`src/hw/rtl/vsra_pkg.sv`:
```
// ----------------------------------------------------------------------------
// vsra_pkg: shared types and constants of the ring allocator
// Position type, allocator state record, request and status codes.
// ----------------------------------------------------------------------------
package vsra_pkg;

	localparam int unsigned POS_W = 17;
	localparam int unsigned START_W = 16;
	localparam int unsigned DEF_MAX_RING_BYTES = 65536;
	localparam logic [POS_W-1:0] RING_SIZE_RESET = 17'h10000;

	typedef logic [POS_W-1:0] pos_t;

	// Three byte offsets that describe the live regions of the ring.
	typedef struct packed {
		pos_t rd;
		pos_t wr;
		pos_t unused;
	} ring_state_t;

	typedef enum logic [1:0] {
		MODE_ALLOC   = 2'd0,
		MODE_RELEASE = 2'd1,
		MODE_CLEAR   = 2'd2
	} mode_t;

	typedef enum logic [1:0] {
		ST_OK          = 2'd0,
		ST_NO_SPACE    = 2'd1,
		ST_BAD_RELEASE = 2'd2
	} status_t;

endpackage

```
`src/hw/rtl/variable_size_ring_allocator_unit.sv`:
```
// ----------------------------------------------------------------------------
// variable_size_ring_allocator_unit: contiguous-region ring allocator
// Tracks read, write and unused-end offsets of a byte ring and answers
// allocate, release, clear and no-op requests with one result each.
// ----------------------------------------------------------------------------
//
// Channel   Direction  Handshake                   Payload
// request   in         start high, busy low        mode, length
// result    out        done high for one cycle     region_start, status,
//                                                  read_position, write_position,
//                                                  unused_position, is_empty
// config    in         ring_size_we high           ring_size_wdata
//
// A request is taken into an input register at the clock edge where start is
// high. The step logic computes the new positions from the input register, and
// the positions and the result register then update together and raise done.
// One transaction is accepted in every cycle: busy is always low, because the
// positions are updated in the same cycle in which the next request is
// registered. The result cannot be stalled by the receiver.
// Reset (arst_n low) clears all positions and sets the ring size to 65536.
//
module variable_size_ring_allocator_unit #(
	parameter int unsigned MAX_RING_BYTES = vsra_pkg::DEF_MAX_RING_BYTES
) (
	input  logic                         clk,
	input  logic                         arst_n,
	// Request channel.
	input  logic                         start,
	output logic                         busy,
	input  logic [1:0]                   mode,
	input  vsra_pkg::pos_t               length,
	// Ring size register.
	input  logic                         ring_size_we,
	input  vsra_pkg::pos_t               ring_size_wdata,
	// Result channel.
	output logic                         done,
	output logic [vsra_pkg::START_W-1:0] region_start,
	output logic [1:0]                   status,
	output vsra_pkg::pos_t               read_position,
	output vsra_pkg::pos_t               write_position,
	output vsra_pkg::pos_t               unused_position,
	output logic                         is_empty
);
	import vsra_pkg::*;

	// Ring size register and its clamp to the largest supported ring.
	pos_t ring_size_q;
	pos_t eff_size;

	// Input register.
	logic       vld_s1;
	logic [1:0] mode_s1;
	pos_t       length_s1;

	// Allocator state.
	ring_state_t state_q;
	ring_state_t state_nxt;

	// Step results.
	logic [START_W-1:0] start_nxt;
	status_t            status_nxt;

	// Result register.
	logic               done_q;
	logic [START_W-1:0] region_start_q;
	status_t            status_q;

	always_ff @(posedge clk or negedge arst_n) begin
		if (!arst_n) begin
			ring_size_q <= RING_SIZE_RESET;
		end else if (ring_size_we) begin
			ring_size_q <= ring_size_wdata;
		end
	end

	// The register is 17 bits wide, so a limit at or above 2^17 never clamps.
	assign eff_size = (32'(ring_size_q) > MAX_RING_BYTES) ?
	                  POS_W'(MAX_RING_BYTES) : ring_size_q;

	// Capture the request; the payload needs no reset.
	always_ff @(posedge clk or negedge arst_n) begin
		if (!arst_n) begin
			vld_s1 <= 1'b0;
		end else begin
			vld_s1 <= start & ~busy;
		end
	end

	always_ff @(posedge clk) begin
		if (start && !busy) begin
			mode_s1   <= mode;
			length_s1 <= length;
		end
	end

	vsra_step u_step (
		.cur          (state_q),
		.size         (eff_size),
		.mode         (mode_s1),
		.length       (length_s1),
		.nxt          (state_nxt),
		.region_start (start_nxt),
		.status       (status_nxt)
	);

	// The positions and the result update together at the end of the step.
	always_ff @(posedge clk or negedge arst_n) begin
		if (!arst_n) begin
			state_q <= '0;
			done_q  <= 1'b0;
		end else begin
			done_q <= vld_s1;
			if (vld_s1) begin
				state_q <= state_nxt;
			end
		end
	end

	always_ff @(posedge clk) begin
		if (vld_s1) begin
			region_start_q <= start_nxt;
			status_q       <= status_nxt;
		end
	end

	assign busy            = 1'b0;
	assign done            = done_q;
	assign region_start    = region_start_q;
	assign status          = status_q;
	assign read_position   = state_q.rd;
	assign write_position  = state_q.wr;
	assign unused_position = state_q.unused;
	assign is_empty        = (state_q == '0);

`ifndef ASSERT_OFF
	// A result only follows a registered request.
	a_done_after_req: assert property (@(posedge clk) disable iff (!arst_n)
		done |-> $past(vld_s1))
		else $error("result strobe without a registered request");

	// A failed request leaves the positions as they were.
	a_fail_keeps_state: assert property (@(posedge clk) disable iff (!arst_n)
		(done && status_q != ST_OK) |-> (state_q == $past(state_q)))
		else $error("failed request changed the ring positions");

	// Only a successful request can report a region start.
	a_fail_zero_start: assert property (@(posedge clk) disable iff (!arst_n)
		(done && status_q != ST_OK) |-> (region_start_q == '0))
		else $error("failed request reported a region start");

	// The positions move only at the edge that produces a result.
	a_state_moves_with_result: assert property (@(posedge clk) disable iff (!arst_n)
		!done |-> $stable(state_q))
		else $error("ring positions changed without a result");
`endif

endmodule

```
`src/hw/rtl/vsra_step.sv`:
```
// ----------------------------------------------------------------------------
// vsra_step: next-state logic of the ring allocator
// Works out the new positions, the region start and the status for one
// registered request from the current positions and the effective ring size.
// ----------------------------------------------------------------------------
module vsra_step (
	input  vsra_pkg::ring_state_t cur,
	input  vsra_pkg::pos_t        size,
	input  logic [1:0]            mode,
	input  vsra_pkg::pos_t        length,
	output vsra_pkg::ring_state_t nxt,
	output logic [vsra_pkg::START_W-1:0] region_start,
	output vsra_pkg::status_t     status
);
	import vsra_pkg::*;

	logic [POS_W:0] wr_end;      // write position plus length, one bit wider
	pos_t           wr_end_m;
	pos_t           tail_room;
	pos_t           live;
	pos_t           rd_adv;
	pos_t           start_pos;

	assign wr_end    = {1'b0, cur.wr} + {1'b0, length};
	assign wr_end_m  = wr_end[POS_W-1:0];
	assign tail_room = (cur.wr <= size) ? size - cur.wr : '0;
	assign rd_adv    = cur.rd + length;

	always_comb begin
		if (cur.rd <= cur.wr) begin
			live = cur.wr - cur.rd;
		end else if (cur.unused >= cur.rd) begin
			live = cur.unused - cur.rd;
		end else begin
			live = '0;
		end
	end

	always_comb begin
		nxt       = cur;
		status    = ST_OK;
		start_pos = '0;
		unique case (mode)
			MODE_ALLOC: begin
				if (cur.wr == cur.unused) begin
					if (tail_room >= length) begin
						if (cur.rd > cur.wr && {1'b0, cur.rd} < wr_end) begin
							status = ST_NO_SPACE;
						end else begin
							start_pos = cur.wr;
							nxt.wr    = wr_end_m;
							if (cur.rd < wr_end_m) begin
								nxt.unused = wr_end_m;
							end
						end
					end else if (cur.rd >= length) begin
						// Wrap to offset 0; the old write position marks the unused end.
						nxt.unused = cur.wr;
						nxt.wr     = length;
					end else begin
						status = ST_NO_SPACE;
					end
				end else begin
					if (cur.rd < cur.wr || (cur.rd - cur.wr) < length ||
					    tail_room < length) begin
						status = ST_NO_SPACE;
					end else begin
						start_pos = cur.wr;
						nxt.wr    = wr_end_m;
					end
				end
			end
			MODE_RELEASE: begin
				if (length > live) begin
					status = ST_BAD_RELEASE;
				end else if (rd_adv == cur.wr) begin
					nxt = '0;
				end else if (rd_adv == cur.unused) begin
					nxt.rd     = '0;
					nxt.unused = cur.wr;
				end else begin
					nxt.rd = rd_adv;
				end
			end
			MODE_CLEAR: begin
				nxt = '0;
			end
			default: begin
				nxt = cur;
			end
		endcase
	end

	assign region_start = start_pos[START_W-1:0];

endmodule

```
`config.mk`:
```
export PLATFORM = sky130hd
export DESIGN_NAME = variable_size_ring_allocator_unit
export DESIGN_NICKNAME = d
export VERILOG_FILES = /design/src/hw/rtl/vsra_pkg.sv /design/src/hw/rtl/variable_size_ring_allocator_unit.sv /design/src/hw/rtl/vsra_step.sv
export SDC_FILE = /design/constraint.sdc
export NUM_CORES = 1
export LEC_CHECK = 0
export ABC_AREA = 1
export CORE_AREA = 2 2 164 166
export DETAILED_ROUTE_END_ITERATION = 10
export DIE_AREA = 0 0 166 168
export DONT_BUFFER_PORTS = 1
export GPL_ROUTABILITY_DRIVEN = 0
export MAX_ROUTING_LAYER = met4
export PLACE_DENSITY_LB_ADDON = 0.3
export SETUP_SLACK_MARGIN = 0.05
export SYNTH_ARGS = -nofsm -noshare
export SYNTH_HDL_FRONTEND = slang
export SYNTH_SLANG_ARGS = --single-unit
```
`constraint.sdc`:
```
create_clock -name clk -period 13.3 [get_ports clk]
set_input_delay 0.665 -clock clk [delete_from_list [all_inputs] [get_ports clk]]
set_output_delay 0.665 -clock clk [all_outputs]
set_load 0.005 [all_outputs]
```
==> results of run 1 <==
==> worst min-delay path by stage <==
stage | start | endpoint | slack (ps) | cells past startpoint
global placement | arst_n | unused_position[1]$_DFFE_PN0P_ | 370 | 0
floorplan | arst_n | done$_DFF_PN0_ | 370 | 0
CTS | arst_n | ring_size_q[16]$_DFFE_PN1P_ | 120 | 0
finish | arst_n | ring_size_q[16]$_DFFE_PN1P_ | 130 | 0
global route | arst_n | ring_size_q[16]$_DFFE_PN1P_ | 120 | 0
detailed placement | arst_n | unused_position[1]$_DFFE_PN0P_ | 370 | 0
==> cells in the mapped netlist (2+ instances only) <==
| library cell | count | area share |
|---|---|---|
| a211oi_1 | 14 | 0.0081 |
| a21boi_0 | 6 | 0.0035 |
| a21o_1 | 8 | 0.0046 |
| a21oi_1 | 142 | 0.055 |
| a21oi_2 | 2 | 0.0014 |
| a221oi_1 | 2 | 0.0014 |
| a31oi_1 | 13 | 0.0063 |
| buf_1 | 6 | 0.0017 |
| buf_2 | 8 | 0.0031 |
| buf_4 | 3 | 0.0017 |
| clkbuf_1 | 38 | 0.011 |
| dfrtp_1 | 69 | 0.13 |
| edfxtp_1 | 37 | 0.086 |
| fa_1 | 6 | 0.0093 |
| ha_1 | 187 | 0.18 |
| inv_1 | 235 | 0.068 |
| inv_2 | 5 | 0.0015 |
| mux2_2 | 2 | 0.0017 |
| nand2_1 | 481 | 0.14 |
| nand3_1 | 108 | 0.042 |
| nand3b_1 | 6 | 0.0035 |
| nand4_1 | 35 | 0.017 |
| nor2_1 | 180 | 0.052 |
| nor2_2 | 2 | 0.00097 |
| nor2_4 | 2 | 0.0017 |
| nor3_1 | 30 | 0.012 |
| nor4_1 | 16 | 0.0077 |
| o2111ai_1 | 2 | 0.0014 |
| o211ai_1 | 10 | 0.0058 |
| o21a_1 | 3 | 0.0017 |
| o21ai_0 | 103 | 0.040 |
| o21ai_2 | 2 | 0.0014 |
| o21bai_1 | 7 | 0.0041 |
| o221ai_1 | 4 | 0.0027 |
| o22ai_1 | 17 | 0.0082 |
| o311ai_0 | 2 | 0.0014 |
| o31ai_1 | 6 | 0.0035 |
| xnor2_1 | 35 | 0.024 |
| xor2_1 | 59 | 0.040 |
==> state kept, by name, summed over array words and instances (netlist names) <==
| name | count |
|---|---|
| length_s1 | 17 |
| read_position | 17 |
| ring_size_q | 17 |
| unused_position | 17 |
| write_position | 17 |
| region_start | 16 |
| mode_s1 | 2 |
| status | 2 |
| done | 1 |
| vld_s1 | 1 |
==> layout by cell type, fill, tap and decap left out, drive strengths merged, types with 7 or more instances in the layout <==
cell type,n
o22ai,17
o211ai,10
xnor2,35
dfrtp,69
a31oi,13
nand3,108
nor4,16
clkbuf,10
a21oi,144
o21ai,106
nor2,184
a21boi,7
nand2,482
nor3,31
a211oi,14
ha,187
buf,16
xor2,59
o21bai,8
inv,242
nand4,35
edfxtp,37
a21o,8
==> cell type report <==
cell class / instances / share of cell area
clock buffers: 10 / 0.0169
clock inverters: 6 / 0.00379
inverters: 241 / 0.0668
multi-input cells: 1503 / 0.659
flip-flops and latches: 107 / 0.212
well taps: 341 / 0.0315
repair buffers: 16 / 0.0103
==> logic make-up (layout without fill, tap and decap cells) <==
kind of cell / count (synthesis) / in the layout / synth area share
compound gates: 348 / 348 / 0.154
xor+xnor: 95 / 95 / 0.0654
fa+ha+maj: 193 / 193 / 0.190
buf+inv: 298 / 273 / 0.0888
flops: 107 / 107 / 0.221
mux: 2 / 2 / 0.00174
other cells: 1 / 1 / 0.000290
simple gates: 864 / 864 / 0.278
==> metrics by stage <==
stage	std cells	instance area, µm²	setup WS, ps	util	hold slack, ps
3_3_place_gp	2207	13200	6820	0.502	374
5_1_grt	2224	13500	5620	0.514	117
3_5_place_dp	2207	13200	6540	0.502	374
4_1_cts	2224	13500	6480	0.514	123
6_report	2224	13500	6310	0.514	130
2_1_floorplan	1908	12900	8270	-	369
==> worst register-to-register path, delay by kind of cell (launching register included) <==
| family | cells | cell delay (ps) |
|---|---|---|
| adder cells (fa/ha/maj) | 2 | 600 |
| buffers and inverters | 5 | 1410 |
| AO/OA/AOI/OAI | 8 | 1640 |
| flip-flops | 1 | 400 |
| AND/OR/NAND/NOR | 17 | 2830 |
==> timing repair <==
item	CTS	global route
hold buffers	1	0
setup buffers	0	0
endpoints found under the hold margin	69	0
==> routing by layer <==
metal  up-vias  track usage
met2       930        0.542
met5         -            -
li1       6303            -
met4         0        0.212
met3       272       0.0976
met1      6155        0.450
==> reports/metrics.yaml, run 1 <==
critical_path:
  start_kind: "flip-flop"
  path_depth: 32
  cp-end-kind: "flip-flop"
  worstPathMaxFanout: 37
  reg2reg_depth: 32
  reg2reg_from: "ring_size_q[3]$_DFFE_PN0P_"
  slowest_delay_ps: 1010
  slowest_stage: "nor2_1"
  crit_buf_inv: 5
  crit_end: "write_position[12]$_DFFE_PN0P_"
  r2r_end: "write_position[12]$_DFFE_PN0P_"
  startpoint: "ring_size_q[3]$_DFFE_PN0P_"
  worstPathArrival_ps: 7260
  path_delay_family: "simple AND/OR/NAND/NOR gates"
  critPathKind: "flip-flop to flip-flop"
  cp.required_ps: 13570
  reg2reg_slack_ps: 6310
placement:
  dp.final_hpwl_um: 39300
  numPortBuffers: 0
sta:
  fin_crit_ps: 6990
  slew_headroom: 0.142
  rsz0062_at_grt: "false"
  slew_viol_final: 0
  clock_skew_ps: 22.3
  clock.fmax_mhz: 143
  tns_ps: 0
  worst_pin_slew_ps: 1280
  hold_violations: 0
  setup_viol: 0
  final.period_utilization: 0.525
layout:
  area_growth_pct: 4.66
  drive_gt1_frac: 0.0276
  fill_cells: 2627
  num_antenna_cells: 0
  multi_input_area_um2: 8920
  final_nets: 2111
  seq_area_um2: 2860
routing:
  viasPerCell: 6.14
  firstDrtPassIters: 7
  dr_total_vias: 13660
  top_layer: "met4"
  ant_nets: 0
  totalWireLength_um: 50500
  drcViolationCount: 0
  dr.first_iter.drc_count: 1726
  wire_per_inst_um: 22.7
  route.met2.wl_um: 20900
  met1Wirelength_um: 19500
  dr_wl_met3_um: 6410
clock_network:
  cts.repair.resized: 0
  cts_tree: "built"
  cts_buffer_depth: 2
  clock_latency_ps: 390
  clock-root-buffer: "clkbuf_16"
  cts_buffers: 9
  clk_pin_slew_ps: 90
  htree_levels: 3
  cts_sinks: 107
global_routing:
  grt_overflow: 0
  grt_usage: 0.366
  grt_pass1_vias: 12699
  grt_pass1_wl_um: 76000
  grt_max_degree: 70
  antenna_found_initial: 0
floorplanning:
  fp.dieH_um: 168
  start_util: 0.491
  die_w_um: 166
  row_count: 60
  core_region_area_um2: 26400
  io-pin-count: 112
  fp.dieArea_um2: 27900
yosys:
  ys.warnings.count: 0
  yosysSeqAreaShare: 0.221
  synth_nets: 2141
  postSynthCellCount: 1908
  synth_seq_cells: 107
  async_flop_share: 0.654
  synth_top_flop_cell: "dfrtp_1"
  synth_area_um2: 12900
  post_synth.cell_area_avg_um2: 6.78
  ys_types: 54
  synth-edff-count: 37
worst_hold_path:
  min_path_type: "input pin to async pin"
outcome:
  status: "finished clean"
run:
  cap_violations: 0
Power of run 1 is not shown: default switching activity piles up to over one toggle a cycle in this logic, so the estimate is an artifact.
==> inputs of run 2 (changes only) <==
Clock period 13.3 ns to 6 ns, I/O delays scaled along.
==> run 2 against run 1 <==
Against the previous run: global-route usage grew 0.31 points; worst hold slack worse by 120 ps; critical path depth shrank 9; die area stayed put; highest routed layer unchanged.
==> reports/metrics.yaml, run 2 (synthesis gave the netlist of run 1 again) <==
sta:
  final.period_utilization: 0.938  # +0.412
  slew_viol_final: 0  # unchanged
  clock_skew_ps: 19.5  # -2.75 ps
  fin_crit_ps: 5630  # -1360 ps
  setup_viol: 0  # unchanged
  slew_headroom: 0.316  # +0.175
  worst_pin_slew_ps: 1020  # -260 ps
  clock.fmax_mhz: 178  # +24%
  rsz0062_at_grt: "false"
  hold_violations: 0  # unchanged
  tns_ps: 0  # unchanged
critical_path:
  path_cells: "inv_1 > ha_1 > nand2_1 > nor3_1 > nand4_1 > a21boi_2 > inv_1 > nor2_1 > a22oi_1 > ha_1 > a21oi_1 > nor2_1 > o21a_1 > o21ai_0 > nand3_1 > nand2_1 > nand2_1 > nor2_1 > nand3_1 > nor2_1 > o21ai_4 > nand2_1 > nand2_1"
  crit_buf_inv: 2  # -3
  worstPathArrival_ps: 5880  # -1380 ps
  start_kind: "flip-flop"
  path_delay_family: "simple AND/OR/NAND/NOR gates"
  worstPathMaxFanout: 17  # -54%
  cp.required_ps: 6260  # -7310 ps
  critPathKind: "flip-flop to flip-flop"
  slowest_delay_ps: 710  # -300 ps
  cpMostUsedCell: "nand2_1"
  slowest_stage: "dfrtp_1"
  cp-end-kind: "flip-flop"
worst_hold_path:
  min_path_type: "input pin to flip-flop"
routing:
  dr_total_vias: 13974  # +2.3%
  ant_nets: 0  # unchanged
  wire_per_inst_um: 22.4  # -1.4%
  drcViolationCount: 0  # unchanged
  viasPerCell: 6.13  # -0.17%
  firstDrtPassIters: 7  # unchanged
  dr.first_iter.drc_count: 1599  # -7.4%
  totalWireLength_um: 51000  # +1.0%
placement:
  numPortBuffers: 0  # unchanged
  dp.final_hpwl_um: 40600  # +3.4%
  placed_area_um2: 13500  # +1.9%
clock_network:
  cts_tree: "built"
  clock_latency_ps: 390  # about the same
  cts_sinks: 107  # unchanged
  cts_buffer_depth: 2  # unchanged
  clock-root-buffer: "clkbuf_16"
  htree_levels: 3  # unchanged
  clk_pin_slew_ps: 100  # about the same
  cts_buffers: 9  # unchanged
layout:
  final_nets: 2166  # +2.6%
  drive_gt1_frac: 0.0537  # +0.0260
  final_area_um2: 14100  # +4.2%
  area_growth_pct: 9.05
  fill_cells: 2544  # -3.2%
  num_antenna_cells: 0  # unchanged
  final_cell_mix: "nand2_1, inv_1, ha_1, nor2_1, a21oi_1"
  final_util: 0.535  # +0.0216
  final_common_cell: "nand2_1"
global_routing:
  antenna_found_initial: 0  # unchanged
  grt_overflow: 0  # unchanged
  grt_max_degree: 71  # +1.4%
  grt_usage: 0.369  # +0.00306
  grt_pass1_vias: 13010  # +2.4%
  grt_pass1_wl_um: 77300  # +1.6%
floorplanning:
  io-pin-count: 112  # unchanged
  die_w_um: 166  # unchanged
  fp.dieArea_um2: 27900  # unchanged
  fp.dieH_um: 168  # unchanged
  row_count: 60  # unchanged
  core_region_area_um2: 26400  # unchanged
  start_util: 0.491  # unchanged
outcome:
  status: "finished clean"
run:
  cap_violations: 0  # unchanged
==> run 2: cell types whose count changed in the layout (fill, tap and decap cells not counted), sizes merged <==
cell | previous run | this run
buf | 16 | 58
dlygate4sd3 | 0 | 12
clkinvlp | 0 | 2
clkbuf | 10 | 9
clkinv | 5 | 6
inv | 242 | 241
==> run 2: worst register-to-register path, cell delays in order, from the launching register on <==
cell      delay, ps
dfrtp_1         710
inv_1           280
ha_1            490
nand2_1         160
nor3_1          550
nand4_1         170
a21boi_2        230
inv_1           230
nor2_1           80
a22oi_1         160
ha_1            280
a21oi_1         180
nor2_1           70
o21a_1          170
o21ai_0         150
nand3_1          90
nand2_1         230
nand2_1         150
nor2_1          330
nand3_1         160
nor2_1          210
o21ai_4         200
nand2_1         140
nand2_1          80
==> run 2: per-stage QoR <==
stage / setup slack [ps] / hold WS, ps / instances
after global routing: 30.7 / 3.83 / 2279
after detailed placement: -72.3 / 9.34 / 2241
after CTS: 105 / 0.951 / 2260
final: 374 / 6.58 / 2279
after floorplan: 973 / 4.41 / 1908
after global placement: 183 / 9.00 / 2241
==> run 2: layout make-up <==
class,instances,area (µm²),share of cell area
clock buffers,9,225,0.0160
clock inverters,7,91.3,0.00647
inverters,241,908,0.0644
multi-input cells,1503,8970,0.636
flip-flops and latches,107,2860,0.203
well taps,341,427,0.0302
repair buffers,70,613,0.0435
repair inverters,1,7.51,0.000532
==> run 2: routing by layer <==
| metal | routed length (µm) | global-route usage |
|---|---|---|
| met2 | 20700 | 0.534 |
| met1 | 19700 | 0.462 |
| met5 | 0 | - |
| met4 | 4230 | 0.225 |
| met3 | 6410 | 0.0954 |
==> run 2: repair_timing <==
action	in CTS	in global routing
pin swaps	0	3
cloned	0	1
hold buffers	3	10
buffers inserted	0	8
gates resized for setup	2	19
setup endpoints to repair	20	51
hold endpoints to repair	71	10
==> run 2: final timing paths <==
check | startpoint | end | slack [ps] | depth (start not counted)
max | read_position[8]$_DFFE_PN0P_ | unused_position[2]$_DFFE_PN0P_ | 370 | 23
min | length[0] | length_s1[0]$_DFFE_PP_ | 7 | 0
max reg2reg | read_position[8]$_DFFE_PN0P_ | unused_position[2]$_DFFE_PN0P_ | 370 | 23
min reg2reg | ring_size_q[0]$_DFFE_PN0P_ | ring_size_q[0]$_DFFE_PN0P_ | 550 | 1
max in group asynchronous | arst_n | read_position[8]$_DFFE_PN0P_ | 5190 | 2
min in group asynchronous | arst_n | read_position[4]$_DFFE_PN0P_ | 460 | 2
Power of run 2 is left out for the same reason.
